File: config.mk
export PLATFORM = sky130hd
export DESIGN_NAME = bbf_front
export DESIGN_NICKNAME = d
export VERILOG_FILES = /design/src/rtl/core/bbf_pkg.sv /design/src/rtl/core/bbf_front.sv
export SDC_FILE = /design/constraint.sdc
export NUM_CORES = 1
export LEC_CHECK = 0
export BUFFER_PORTS_ARGS = -buffer_cell sky130_fd_sc_hd__buf_4
export CAP_MARGIN = 10
export CORE_MARGIN = 10
export CORE_UTILIZATION = 35
export DETAILED_ROUTE_END_ITERATION = 16
export PLACE_DENSITY = 0.54
export SYNTH_ARGS = -nofsm -noshare
export SYNTH_HDL_FRONTEND = slang
export SYNTH_SLANG_ARGS = --single-unit
File: constraint.sdc
create_clock -name clk -period 11 [get_ports clk]
set_input_delay 2.2 -clock clk [delete_from_list [all_inputs] [get_ports clk]]
set_output_delay 2.2 -clock clk [all_outputs]
set_load 0.02 [all_outputs]
File: src/rtl/core/bbf_pkg.sv
// ----------------------------------------------------------------------------
// bbf_pkg
// Shared types, codes and helper functions of the blocked bloom filter.
// ----------------------------------------------------------------------------
package bbf_pkg;

    // default geometry
    localparam int WORD_INDEX_BITS = 9;
    localparam int MAX_PAGE_BITS   = 6;

    // fixed field widths
    localparam int HASH_W      = 64;
    localparam int WORD_W      = 64;
    localparam int SLICE_W     = 6;
    localparam int NUM_SLICES  = 5;
    localparam int WORD_SEL_LO = 30;
    localparam int PAGE_REG_W  = 3;

    // configuration port
    localparam int CFG_INDEX_W = 1;
    localparam int CFG_DATA_W  = 3;
    localparam logic [CFG_INDEX_W-1:0] CFG_ENABLE    = 1'b0;
    localparam logic [CFG_INDEX_W-1:0] CFG_PAGE_BITS = 1'b1;

    // request codes
    localparam logic REQ_INSERT = 1'b0;
    localparam logic REQ_LOOKUP = 1'b1;

    // command queue between front and back, depth is a power of two
    localparam int QUEUE_DEPTH = 2;
    localparam int QPTR_W      = $clog2(QUEUE_DEPTH);
    localparam int QCNT_W      = $clog2(QUEUE_DEPTH + 1);

    // work classes handed to the back end
    typedef enum logic [1:0] {
        OP_WRITE,
        OP_READ,
        OP_HIT
    } bbf_op_e;

    // command control from front to back
    typedef struct packed {
        logic    valid;
        bbf_op_e op;
    } bbf_cmd_ctl_t;

    // sets the bit picked by each of the five low hash slices (they may pick the same bit)
    function automatic logic [WORD_W-1:0] bbf_mask(input logic [HASH_W-1:0] h);
        logic [WORD_W-1:0] m;
        m = '0;
        for (int i = 0; i < NUM_SLICES; i++)
        begin
            m[h[i*SLICE_W +: SLICE_W]] = 1'b1;
        end
        return m;
    endfunction

endpackage

File: src/rtl/core/bbf_front.sv
// ----------------------------------------------------------------------------
// bbf_front
// Holds the configuration, accepts requests, works out word address and mask,
// classifies each request and queues the work for the back end.
// ----------------------------------------------------------------------------
module bbf_front #(
    parameter int WORD_INDEX_BITS = bbf_pkg::WORD_INDEX_BITS,
    parameter int MAX_PAGE_BITS   = bbf_pkg::MAX_PAGE_BITS,
    localparam int AddrW          = MAX_PAGE_BITS + WORD_INDEX_BITS
) (
    input  logic                           clk,
    input  logic                           rst_n,
    // request side
    input  logic                           push,
    output logic                           full,
    input  logic                           req_type,
    input  logic [bbf_pkg::HASH_W-1:0]     hash,
    // configuration
    input  logic                           cfg_valid,
    output logic                           cfg_ready,
    input  logic [bbf_pkg::CFG_INDEX_W-1:0] cfg_index,
    input  logic [bbf_pkg::CFG_DATA_W-1:0] cfg_data,
    // command queue head toward the back end
    output bbf_pkg::bbf_cmd_ctl_t          cmd_ctl,
    output logic [AddrW-1:0]               cmd_addr,
    output logic [bbf_pkg::WORD_W-1:0]     cmd_mask,
    input  logic                           cmd_pop,
    input  logic                           clearing
);

    localparam int PgW = $clog2(MAX_PAGE_BITS + 1);

    logic                               enable_reg;
    logic [bbf_pkg::PAGE_REG_W-1:0]     page_bits_reg;

    logic [PgW-1:0]                     pb_eff;
    logic [PgW-1:0]                     pg_shift;
    logic [MAX_PAGE_BITS-1:0]           page;
    logic [AddrW-1:0]                   addr;
    logic [bbf_pkg::WORD_W-1:0]         mask;
    bbf_pkg::bbf_op_e                   op;
    logic                               needs_work;
    logic                               accept;
    logic                               enq;

    bbf_pkg::bbf_op_e                   op_q   [bbf_pkg::QUEUE_DEPTH];
    logic [AddrW-1:0]                   addr_q [bbf_pkg::QUEUE_DEPTH];
    logic [bbf_pkg::WORD_W-1:0]         mask_q [bbf_pkg::QUEUE_DEPTH];
    logic [bbf_pkg::QPTR_W-1:0]         wr_ptr_reg;
    logic [bbf_pkg::QPTR_W-1:0]         rd_ptr_reg;
    logic [bbf_pkg::QCNT_W-1:0]         count_reg;
    logic                               q_full;

    // configuration registers, always writable
    assign cfg_ready = 1'b1;

    always_ff @(posedge clk or negedge rst_n)
    begin
        if (!rst_n)
        begin
            enable_reg    <= 1'b0;
            page_bits_reg <= '0;
        end
        else if (cfg_valid && cfg_ready)
        begin
            unique case (cfg_index)
                bbf_pkg::CFG_ENABLE:    enable_reg    <= cfg_data[0];
                bbf_pkg::CFG_PAGE_BITS: page_bits_reg <= cfg_data[bbf_pkg::PAGE_REG_W-1:0];
                default:                enable_reg    <= enable_reg;
            endcase
        end
    end

    // page count saturates at the largest supported size
    always_comb
    begin
        if (int'(page_bits_reg) > MAX_PAGE_BITS)
        begin
            pb_eff = PgW'(MAX_PAGE_BITS);
        end
        else
        begin
            pb_eff = PgW'(page_bits_reg);
        end
    end

    // page from the top hash bits, word from the middle, mask from the bottom
    assign pg_shift = PgW'(MAX_PAGE_BITS) - pb_eff;
    assign page     = hash[bbf_pkg::HASH_W-1 -: MAX_PAGE_BITS] >> pg_shift;
    assign addr     = {page, hash[bbf_pkg::WORD_SEL_LO +: WORD_INDEX_BITS]};
    assign mask     = bbf_pkg::bbf_mask(hash);

    // classify: dropped inserts never reach the queue
    always_comb
    begin
        op         = bbf_pkg::OP_READ;
        needs_work = 1'b1;
        if (req_type == bbf_pkg::REQ_INSERT)
        begin
            op         = bbf_pkg::OP_WRITE;
            needs_work = enable_reg && (pb_eff != '0);
        end
        else if (pb_eff == '0)
        begin
            op = bbf_pkg::OP_HIT;
        end
    end

    assign q_full = (count_reg == bbf_pkg::QCNT_W'(bbf_pkg::QUEUE_DEPTH));
    assign full   = q_full || clearing;
    assign accept = push && !full;
    assign enq    = accept && needs_work;

    // queue storage
    always_ff @(posedge clk)
    begin
        if (enq)
        begin
            op_q[wr_ptr_reg]   <= op;
            addr_q[wr_ptr_reg] <= addr;
            mask_q[wr_ptr_reg] <= mask;
        end
    end

    // queue pointers
    always_ff @(posedge clk or negedge rst_n)
    begin
        if (!rst_n)
        begin
            wr_ptr_reg <= '0;
            rd_ptr_reg <= '0;
            count_reg  <= '0;
        end
        else
        begin
            if (enq)
            begin
                wr_ptr_reg <= wr_ptr_reg + 1'b1;
            end
            if (cmd_pop)
            begin
                rd_ptr_reg <= rd_ptr_reg + 1'b1;
            end
            if (enq && !cmd_pop)
            begin
                count_reg <= count_reg + 1'b1;
            end
            else if (!enq && cmd_pop)
            begin
                count_reg <= count_reg - 1'b1;
            end
        end
    end

    // queue head
    assign cmd_ctl.valid = (count_reg != '0);
    assign cmd_ctl.op    = op_q[rd_ptr_reg];
    assign cmd_addr      = addr_q[rd_ptr_reg];
    assign cmd_mask      = mask_q[rd_ptr_reg];

endmodule

==> results of run 1 <==
[routing by layer]
layer  track usage [%]  vias up
met4              5.58        0
met1              23.1     3504
met5                 0        -
met2              26.1      399
met3              5.46       49
li1                  -     3188
[cell usage after synthesis]
library cell,instances
sky130_fd_sc_hd__nor2b_1,12
sky130_fd_sc_hd__a311oi_1,1
sky130_fd_sc_hd__o221ai_1,1
sky130_fd_sc_hd__a21oi_1,14
sky130_fd_sc_hd__mux2_2,85
sky130_fd_sc_hd__nand4b_1,6
sky130_fd_sc_hd__o211ai_1,4
sky130_fd_sc_hd__clkbuf_1,11
sky130_fd_sc_hd__buf_6,2
sky130_fd_sc_hd__nor3b_1,1
sky130_fd_sc_hd__dfrtp_1,8
sky130_fd_sc_hd__nand2b_1,30
sky130_fd_sc_hd__a22oi_1,84
sky130_fd_sc_hd__or4b_4,4
sky130_fd_sc_hd__or2_2,5
sky130_fd_sc_hd__buf_2,44
sky130_fd_sc_hd__nor3_2,2
sky130_fd_sc_hd__mux2i_1,1
sky130_fd_sc_hd__edfxtp_1,162
sky130_fd_sc_hd__inv_1,6
sky130_fd_sc_hd__nand4_1,5
sky130_fd_sc_hd__and4b_1,1
sky130_fd_sc_hd__nand2_2,1
sky130_fd_sc_hd__nor3_1,33
sky130_fd_sc_hd__buf_4,1
sky130_fd_sc_hd__nand2_1,78
sky130_fd_sc_hd__o22ai_1,11
sky130_fd_sc_hd__ha_1,2
sky130_fd_sc_hd__nor4_1,5
sky130_fd_sc_hd__xor2_1,3
sky130_fd_sc_hd__o32ai_1,3
sky130_fd_sc_hd__nand3_1,39
sky130_fd_sc_hd__xnor2_1,3
sky130_fd_sc_hd__a211o_1,1
sky130_fd_sc_hd__a21o_1,1
sky130_fd_sc_hd__conb_1,1
sky130_fd_sc_hd__nor2_1,72
sky130_fd_sc_hd__a221oi_1,14
sky130_fd_sc_hd__or3_1,6
sky130_fd_sc_hd__mux4_2,3
sky130_fd_sc_hd__inv_4,1
sky130_fd_sc_hd__and2_1,6
sky130_fd_sc_hd__o21ai_0,4
[through the flow]
stage / instance area, µm² / utilization [%] / total power (W) / setup slack (ps)
2_1_floorplan: 9010 / - / 0.00127 / 4320
3_3_place_gp: 10300 / 40.8 / 0.00154 / 6170
3_5_place_dp: 10300 / 40.8 / 0.00154 / 6170
4_1_cts: 10900 / 43.1 / 0.00213 / 6170
5_1_grt: 10900 / 43.1 / 0.00221 / 6160
6_report: 10900 / 43.1 / 0.00210 / 6170
[kinds of logic after synthesis]
family,after synthesis
and+or+nand+nor,306
adders and majority gates,2
xor gates and xnor gates,6
DFF,170
muxes,89
buffers and inverters,65
other,1
AOI/OAI and AO/OA,138
[cells in the final DEF (no fill, tap or decap), types with 6 or more instances in the layout]
| cell | n |
|---|---|
| sky130_fd_sc_hd__a21oi_1 | 14 |
| sky130_fd_sc_hd__a221oi_1 | 14 |
| sky130_fd_sc_hd__a22oi_1 | 84 |
| sky130_fd_sc_hd__and2_1 | 6 |
| sky130_fd_sc_hd__buf_4 | 153 |
| sky130_fd_sc_hd__clkbuf_16 | 17 |
| sky130_fd_sc_hd__dfrtp_1 | 7 |
| sky130_fd_sc_hd__edfxtp_1 | 162 |
| sky130_fd_sc_hd__inv_1 | 6 |
| sky130_fd_sc_hd__mux2_2 | 85 |
| sky130_fd_sc_hd__nand2_1 | 78 |
| sky130_fd_sc_hd__nand2b_1 | 30 |
| sky130_fd_sc_hd__nand3_1 | 39 |
| sky130_fd_sc_hd__nand4b_1 | 6 |
| sky130_fd_sc_hd__nor2_1 | 70 |
| sky130_fd_sc_hd__nor2b_1 | 12 |
| sky130_fd_sc_hd__nor3_1 | 33 |
| sky130_fd_sc_hd__o22ai_1 | 11 |
| sky130_fd_sc_hd__or3_1 | 6 |
[where the power goes]
group	switching, W	total (W)	internal (W)
Clock	0.000285	0.000591	0.000306
Sequential	0.0000448	0.000830	0.000786
Combinational	0.000381	0.000681	0.000300
Total	0.000710	0.00210	0.00139
[worst min path at each step]
stage	slack, ps	start	end	depth (start not counted)
after global placement	480	count_reg[1]$_DFFE_PN0P_	count_reg[1]$_DFFE_PN0P_	1
after global routing	510	count_reg[1]$_DFFE_PN0P_	count_reg[1]$_DFFE_PN0P_	1
after detailed placement	480	count_reg[1]$_DFFE_PN0P_	count_reg[1]$_DFFE_PN0P_	1
after CTS	490	count_reg[1]$_DFFE_PN0P_	count_reg[1]$_DFFE_PN0P_	1
final	490	count_reg[1]$_DFFE_PN0P_	count_reg[1]$_DFFE_PN0P_	1
after floorplan	460	count_reg[1]$_DFFE_PN0P_	count_reg[1]$_DFFE_PN0P_	1
[cell type report]
type | instances | area [µm²] | area share [%]
Sequential cell | 170 | 5070 | 46.5
Multi-Input combinational cell | 542 | 3640 | 33.4
Timing Repair Buffer | 153 | 1150 | 10.5
Clock buffer | 17 | 425 | 3.90
Tap cell | 330 | 413 | 3.79
Clock inverter | 15 | 173 | 1.58
Inverter | 7 | 28.8 | 0.264
[worst max-delay path: stages]
cell	delay (ps)
sky130_fd_sc_hd__buf_4	110
sky130_fd_sc_hd__a21o_1	160
sky130_fd_sc_hd__buf_4	160
==> metrics.log, run 1 <==
INFO  metric ys_ff_latch = 170
INFO  metric setup.worst_path.start = clearing
INFO  metric cp-start-kind = input port
INFO  metric clock_tree.root_cell = sky130_fd_sc_hd__clkbuf_16
INFO  metric fin_skew = 14.9 ps
INFO  metric grt_start_max_net_pins = 69
INFO  metric layout.filler_cells = 2,436
INFO  metric net_count_after_synthesis = 854
INFO  metric yosys.area_share.simple = between 15 and 20%
INFO  metric total_routing_resource_utilization_after_global_routing = roughly 17%
INFO  metric die_height = between 150 and 200 µm
INFO  metric cts_setup_buffers = 0
INFO  metric routed-wl-met2 = 13,200 µm
INFO  metric final_min_period_over_clock_period = 43.9%
INFO  metric tritoncts = done
INFO  metric worst_r2r_endpoint = mask_q[1][48]$_DFFE_PP_
INFO  metric endpoint = full
INFO  metric peak_supply_drop = about 110 µV
INFO  metric grt_pass1_vias = 6,878
INFO  metric synth_xor_area_share = less than 1%
INFO  metric die-width = between 150 and 200 µm
INFO  metric adder_cell_share_of_the_synthesized_area = less than 1%
INFO  metric timing.critical_path.to_type = output port
INFO  metric largest_registers_in_the_final_layout = mask_q x128, addr_q x30, op_q x4
INFO  metric final-max-slew-violation-count = 0
INFO  metric totalWireLength = slightly below 30,000 µm
INFO  metric syn_avg_cell_area = 11.6 µm²
INFO  metric final_hold_vios = 0
INFO  metric initial_core_util = ~36%
INFO  metric synth.top_cells.by_area = sky130_fd_sc_hd__edfxtp_1, sky130_fd_sc_hd__mux2_2, sky130_fd_sc_hd__a22oi_1
INFO  metric timing.reg2reg.setup_slack = roughly 8400 ps
INFO  metric reg2regPathDepth = 5
INFO  metric highest-signal-layer = met4
INFO  metric diodes = 0
INFO  metric drt-vias-per-instance = 5.79
INFO  metric grt_first_pass_wirelength = about 44,000 µm
INFO  metric crit_required = 8800 ps
INFO  metric dp_hpwl = about 21,000 µm
INFO  metric final_weighted_congestion_in_routability_driven_placement = 0.996
INFO  metric hold_removal_path_class = reg2reg
INFO  metric h-tree-depth = 4
INFO  metric finalNetCount = approximately 970
INFO  metric post-route-min-period = slightly below 5000 ps
INFO  metric largest_register_ffs = between 100 and 150
INFO  metric floorplan_die_area = around 33,000 µm²
INFO  metric setup_tns_after_final_layout = 0 ps
INFO  metric synthesis.area = around 9000 µm²
INFO  metric routed-via-count = 7,140
INFO  metric clk_latency = ~440 ps
INFO  metric post_route_cells_drive_above_1_share = 32.0%
INFO  metric route.detailed.drc = 0
INFO  metric worst-slew-pin-transition = between 1000 and 1500 ps
INFO  metric maxCapViolCount = 0
INFO  metric cellPowerDensity = around 190 nW/µm²
INFO  metric overflow = 0
INFO  metric synthesis.instances = between 700 and 800
INFO  metric netlist-cell-type-count = 43
INFO  metric firstDrtPassIters = 6
INFO  metric fmax = ~210 MHz
INFO  metric max-slew-margin-rel = ~15%
INFO  metric synth_top_cell_area_share = 54.0%
INFO  metric first_iter_violations = around 850
INFO  metric crit_type = in2out
INFO  metric area_fraction_in_compound_gates_after_synthesis = 11.1%
INFO  metric floorplan.core_area = between 20,000 and 30,000 µm²
INFO  metric rows = 58
INFO  metric cts_hold_buf = 0
INFO  metric final_setup_viols = 0
INFO  metric drtAntennaViolNets = 0
INFO  metric outcome = completed
INFO  metric numPlacedInstances = approximately 1,200
INFO  metric static_leakage = between 3 and 4 nW
INFO  metric library_cell_with_the_largest_summed_area_after_synthesis = sky130_fd_sc_hd__edfxtp_1
INFO  metric combinational_family_with_the_most_area_after_synthesis = simple AND/OR/NAND/NOR gates
INFO  metric grt_antenna_before_repair = 0
INFO  metric worst-endpoint-arrival = ~2600 ps
INFO  metric wl_met3 = around 2800 µm
INFO  metric final.hold.worst_slack = 490 ps
INFO  metric critical_path_peak_fanout = 2
INFO  metric io_pins = ~160
INFO  metric muxShareOfSynthArea = between 10% and 20%
INFO  metric avgRoutedWirePerCell = ~24 µm
INFO  metric max-clock-path-buffers = 2
INFO  metric ys.warnings.count = 0
INFO  metric cts_made_buffers = 17
INFO  metric registers.top_by_ff_count = mask_q
INFO  metric syn_to_final_growth = 20.9%
INFO  metric post_cts.resized_instances = 0
INFO  metric number_of_port_buffers = 138
INFO  metric wirelength_met1 = between 10,000 and 15,000 µm
INFO  metric worst_setup_hold_path_clk_slew = 70 ps
INFO  metric synth.yosys.seq_area_share = 56.2%
INFO  metric clkSinkCount = 170
INFO  metric grt_setup_unrepaired = false
INFO  metric worst_r2r_startpoint = count_reg[0]$_DFFE_PN0P_
INFO  metric fin_cells = 1,234
No activity file was read; power rests on OpenSTA's default activity.
==> inputs of run 2 (changes only) <==
- PLACE_DENSITY: 0.54 -> 0.56
- clock period: 11 -> 4.2 ns (I/O delays scaled with it)
==> metrics.log, run 2 (synthesis gave the netlist of run 1 again) <==
INFO  metric clock_tree.root_cell = sky130_fd_sc_hd__clkbuf_16 (unchanged)
INFO  metric routed-via-count = 7,008 (was 7,140)
INFO  metric static_leakage = 3.94 nW (was 3.92 nW)
INFO  metric grt_first_pass_wirelength = 42,600 µm (was 43,600 µm)
INFO  metric cpLargestDelayFamily = flip-flops (was buffers and inverters)
INFO  metric cts_hold_buf = 0 (unchanged)
INFO  metric route.detailed.drc = 0 (unchanged)
INFO  metric cp_slowest_stage_delay = 720 ps (was 160 ps)
INFO  metric initial_core_util = 35.7% (unchanged)
INFO  metric grt_setup_unrepaired = false (unchanged)
INFO  metric tritoncts = done (unchanged)
INFO  metric grt_pass1_vias = 6,883 (was 6,878)
INFO  metric number_of_port_buffers = 138 (unchanged)
INFO  metric fin_skew = 11.2 ps (was 14.9 ps)
INFO  metric grt_antenna_before_repair = 0 (unchanged)
INFO  metric post_route_cells_drive_above_1_share = 31.8% (was 32.0%)
INFO  metric final_weighted_congestion_in_routability_driven_placement = 0.972 (was 0.996)
INFO  metric largest_registers_in_the_final_layout = mask_q x128, addr_q x30, op_q x4 (unchanged)
INFO  metric grt_start_max_net_pins = 82 (was 69)
INFO  metric final_setup_viols = 0 (unchanged)
INFO  metric timing.critical_path.to_type = output port (unchanged)
INFO  metric crit_required = 3360 ps (was 8800 ps)
INFO  metric worst-slew-pin-transition = 1290 ps (was 1270 ps)
INFO  metric dpl_worst_slack = 1670 ps (was 6170 ps)
INFO  metric rows = 58 (unchanged)
INFO  metric max-slew-margin-rel = 14.1% (was 14.9%)
INFO  metric post_dp_cell_area = 10,300 µm² (about the same)
INFO  metric cp.buffers_inverters = 2 (unchanged)
INFO  metric worst-endpoint-arrival = 2100 ps (was 2630 ps)
INFO  metric cts_setup_buffers = 0 (unchanged)
INFO  metric dp_hpwl = 20,500 µm (was 20,700 µm)
INFO  metric floorplan.core_area = 25,300 µm² (unchanged)
INFO  metric totalWireLength = 28,900 µm (was 29,300 µm)
INFO  metric syn_to_final_growth = 21.5% (was 20.9%)
INFO  metric die-width = 180 µm (unchanged)
INFO  metric firstDrtPassIters = 7 (was 6)
INFO  metric diodes = 0 (unchanged)
INFO  metric overflow = 0 (unchanged)
INFO  metric critical_path_peak_fanout = 52 (was 2)
INFO  metric cp_cell_sequence = buf_12, mux2_2, buf_4 (was buf_4, a21o_1, buf_4)
INFO  metric io_pins = 159 (unchanged)
INFO  metric final-max-slew-violation-count = 0 (unchanged)
INFO  metric crit_type = reg2out (was in2out)
INFO  metric final.hold.worst_slack = 203 ps (was 490 ps)
INFO  metric cts_made_buffers = 17 (unchanged)
INFO  metric cp-start-kind = flop (was input port)
INFO  metric mostFrequentLayoutCells = sky130_fd_sc_hd__edfxtp_1, sky130_fd_sc_hd__buf_4, sky130_fd_sc_hd__mux2_2, sky130_fd_sc_hd__a22oi_1, sky130_fd_sc_hd__nand2_1 (unchanged)
INFO  metric hold_removal_path_class = in2async (was reg2reg)
INFO  metric finish.utilization = 43.4% (was 43.1%)
INFO  metric final_design_area_no_fill = 11,000 µm² (was 10,900 µm²)
INFO  metric registers.top_by_ff_count = mask_q (unchanged)
INFO  metric max-clock-path-buffers = 2 (unchanged)
INFO  metric worst_slack = 1260 ps (was 6170 ps)
INFO  metric drt-vias-per-instance = 5.69 (was 5.79)
INFO  metric die_height = 180 µm (unchanged)
INFO  metric worst_setup_hold_path_clk_slew = 80 ps (was 70 ps)
INFO  metric largest_register_ffs = 128 (unchanged)
INFO  metric most_common_cell_after_layout_fill_and_taps_aside = sky130_fd_sc_hd__edfxtp_1 (unchanged)
INFO  metric outcome = completed (unchanged)
INFO  metric clk_latency = 440 ps (about the same)
INFO  metric cellPowerDensity = 512 nW/µm² (was 193 nW/µm²)
INFO  metric post_cts.resized_instances = 0 (unchanged)
INFO  metric fmax = about 340 MHz
INFO  metric cp_slowest_cell = sky130_fd_sc_hd__dfrtp_4 (was sky130_fd_sc_hd__a21o_1)
INFO  metric final_min_period_over_clock_period = around 70%
INFO  metric maxCapViolCount = 0 (unchanged)
INFO  metric first_iter_violations = 771 (was 852)
INFO  metric layout.filler_cells = 2,419 (was 2,436)
INFO  metric final_hold_vios = 0 (unchanged)
INFO  metric finalNetCount = 966 (was 968)
INFO  metric floorplan_die_area = 32,600 µm² (unchanged)
INFO  metric h-tree-depth = 4 (unchanged)
INFO  metric peak_supply_drop = 277 µV (was 106 µV)
INFO  metric post-route-min-period = roughly 2900 ps
INFO  metric drtAntennaViolNets = 0 (unchanged)
INFO  metric clkSinkCount = 170 (unchanged)
INFO  metric total_routing_resource_utilization_after_global_routing = 16.9% (was 17.3%)
INFO  metric avgRoutedWirePerCell = 23.4 µm (was 23.8 µm)
-- run 2: cell count changes in the layout (fill, tap and decap cells not counted) --
cell and delta:
sky130_fd_sc_hd__buf_4 -5, sky130_fd_sc_hd__buf_12 +3, sky130_fd_sc_hd__clkinvlp_4 -3, sky130_fd_sc_hd__inv_12 +3
sky130_fd_sc_hd__clkinv_4 -1, sky130_fd_sc_hd__clkinv_8 +1, sky130_fd_sc_hd__inv_6 +1, sky130_fd_sc_hd__inv_8 -1
-- run 2: worst reg2reg max path, stage by stage, from the launching register on --
cell,delay [ps]
sky130_fd_sc_hd__dfrtp_1,430
sky130_fd_sc_hd__inv_1,60
sky130_fd_sc_hd__a21o_1,170
sky130_fd_sc_hd__a211o_1,380
sky130_fd_sc_hd__nor2_4,140
sky130_fd_sc_hd__buf_12,390
-- run 2: cell type report --
cell class / instances / area (µm²) / area share [%]
inverters: 7 / 28.8 / 0.263
flip-flops and latches: 170 / 5070 / 46.3
clock inverters: 15 / 204 / 1.86
repair buffers: 151 / 1170 / 10.7
multi-input cells: 542 / 3640 / 33.2
well taps: 330 / 413 / 3.77
clock buffers: 17 / 425 / 3.88
-- run 2: power breakdown --
part           switching, W  internal [W]  leakage [nW]
Clock              0.000805      0.000829         0.303
Sequential         0.000109       0.00206          1.61
Combinational       0.00100      0.000803          2.03
Total               0.00192       0.00369          3.94
-- run 2: path summary, 6_finish.rpt --
| path | to | from | slack (ps) | depth (start not counted) |
|---|---|---|---|---|
| worst max-delay path | cmd_mask[36] | rd_ptr_reg$_DFFE_PN0P_ | 1260 | 3 |
| worst min-delay path | page_bits_reg[1]$_DFFE_PN0P_ | rst_n | 200 | 1 |
| worst max register to register | mask_q[0][0]$_DFFE_PP_ | count_reg[0]$_DFFE_PN0P_ | 2210 | 5 |
| worst min register to register | count_reg[1]$_DFFE_PN0P_ | count_reg[1]$_DFFE_PN0P_ | 480 | 1 |
| max in group asynchronous | rd_ptr_reg$_DFFE_PN0P_ | rst_n | 3840 | 1 |
| min in group clk | count_reg[1]$_DFFE_PN0P_ | count_reg[1]$_DFFE_PN0P_ | 480 | 1 |
-- run 2: through the flow --
stage | power [W] | cells | setup TNS [ps]
after floorplan | 0.00333 | 777 | -181250
after detailed placement | 0.00405 | 1200 | 0
after global routing | 0.00587 | 1232 | 0
after CTS | 0.00570 | 1232 | 0
after global placement | 0.00404 | 1200 | 0
final | 0.00560 | 1232 | 0
-- run 2: metal layers --
layer,track usage (%),part of all wire (%),wire length (µm)
met2,25.8,45,12900
met1,22.7,44,12700
met4,6.10,3.0,853
met5,0,0,0
met3,4.30,8.3,2400
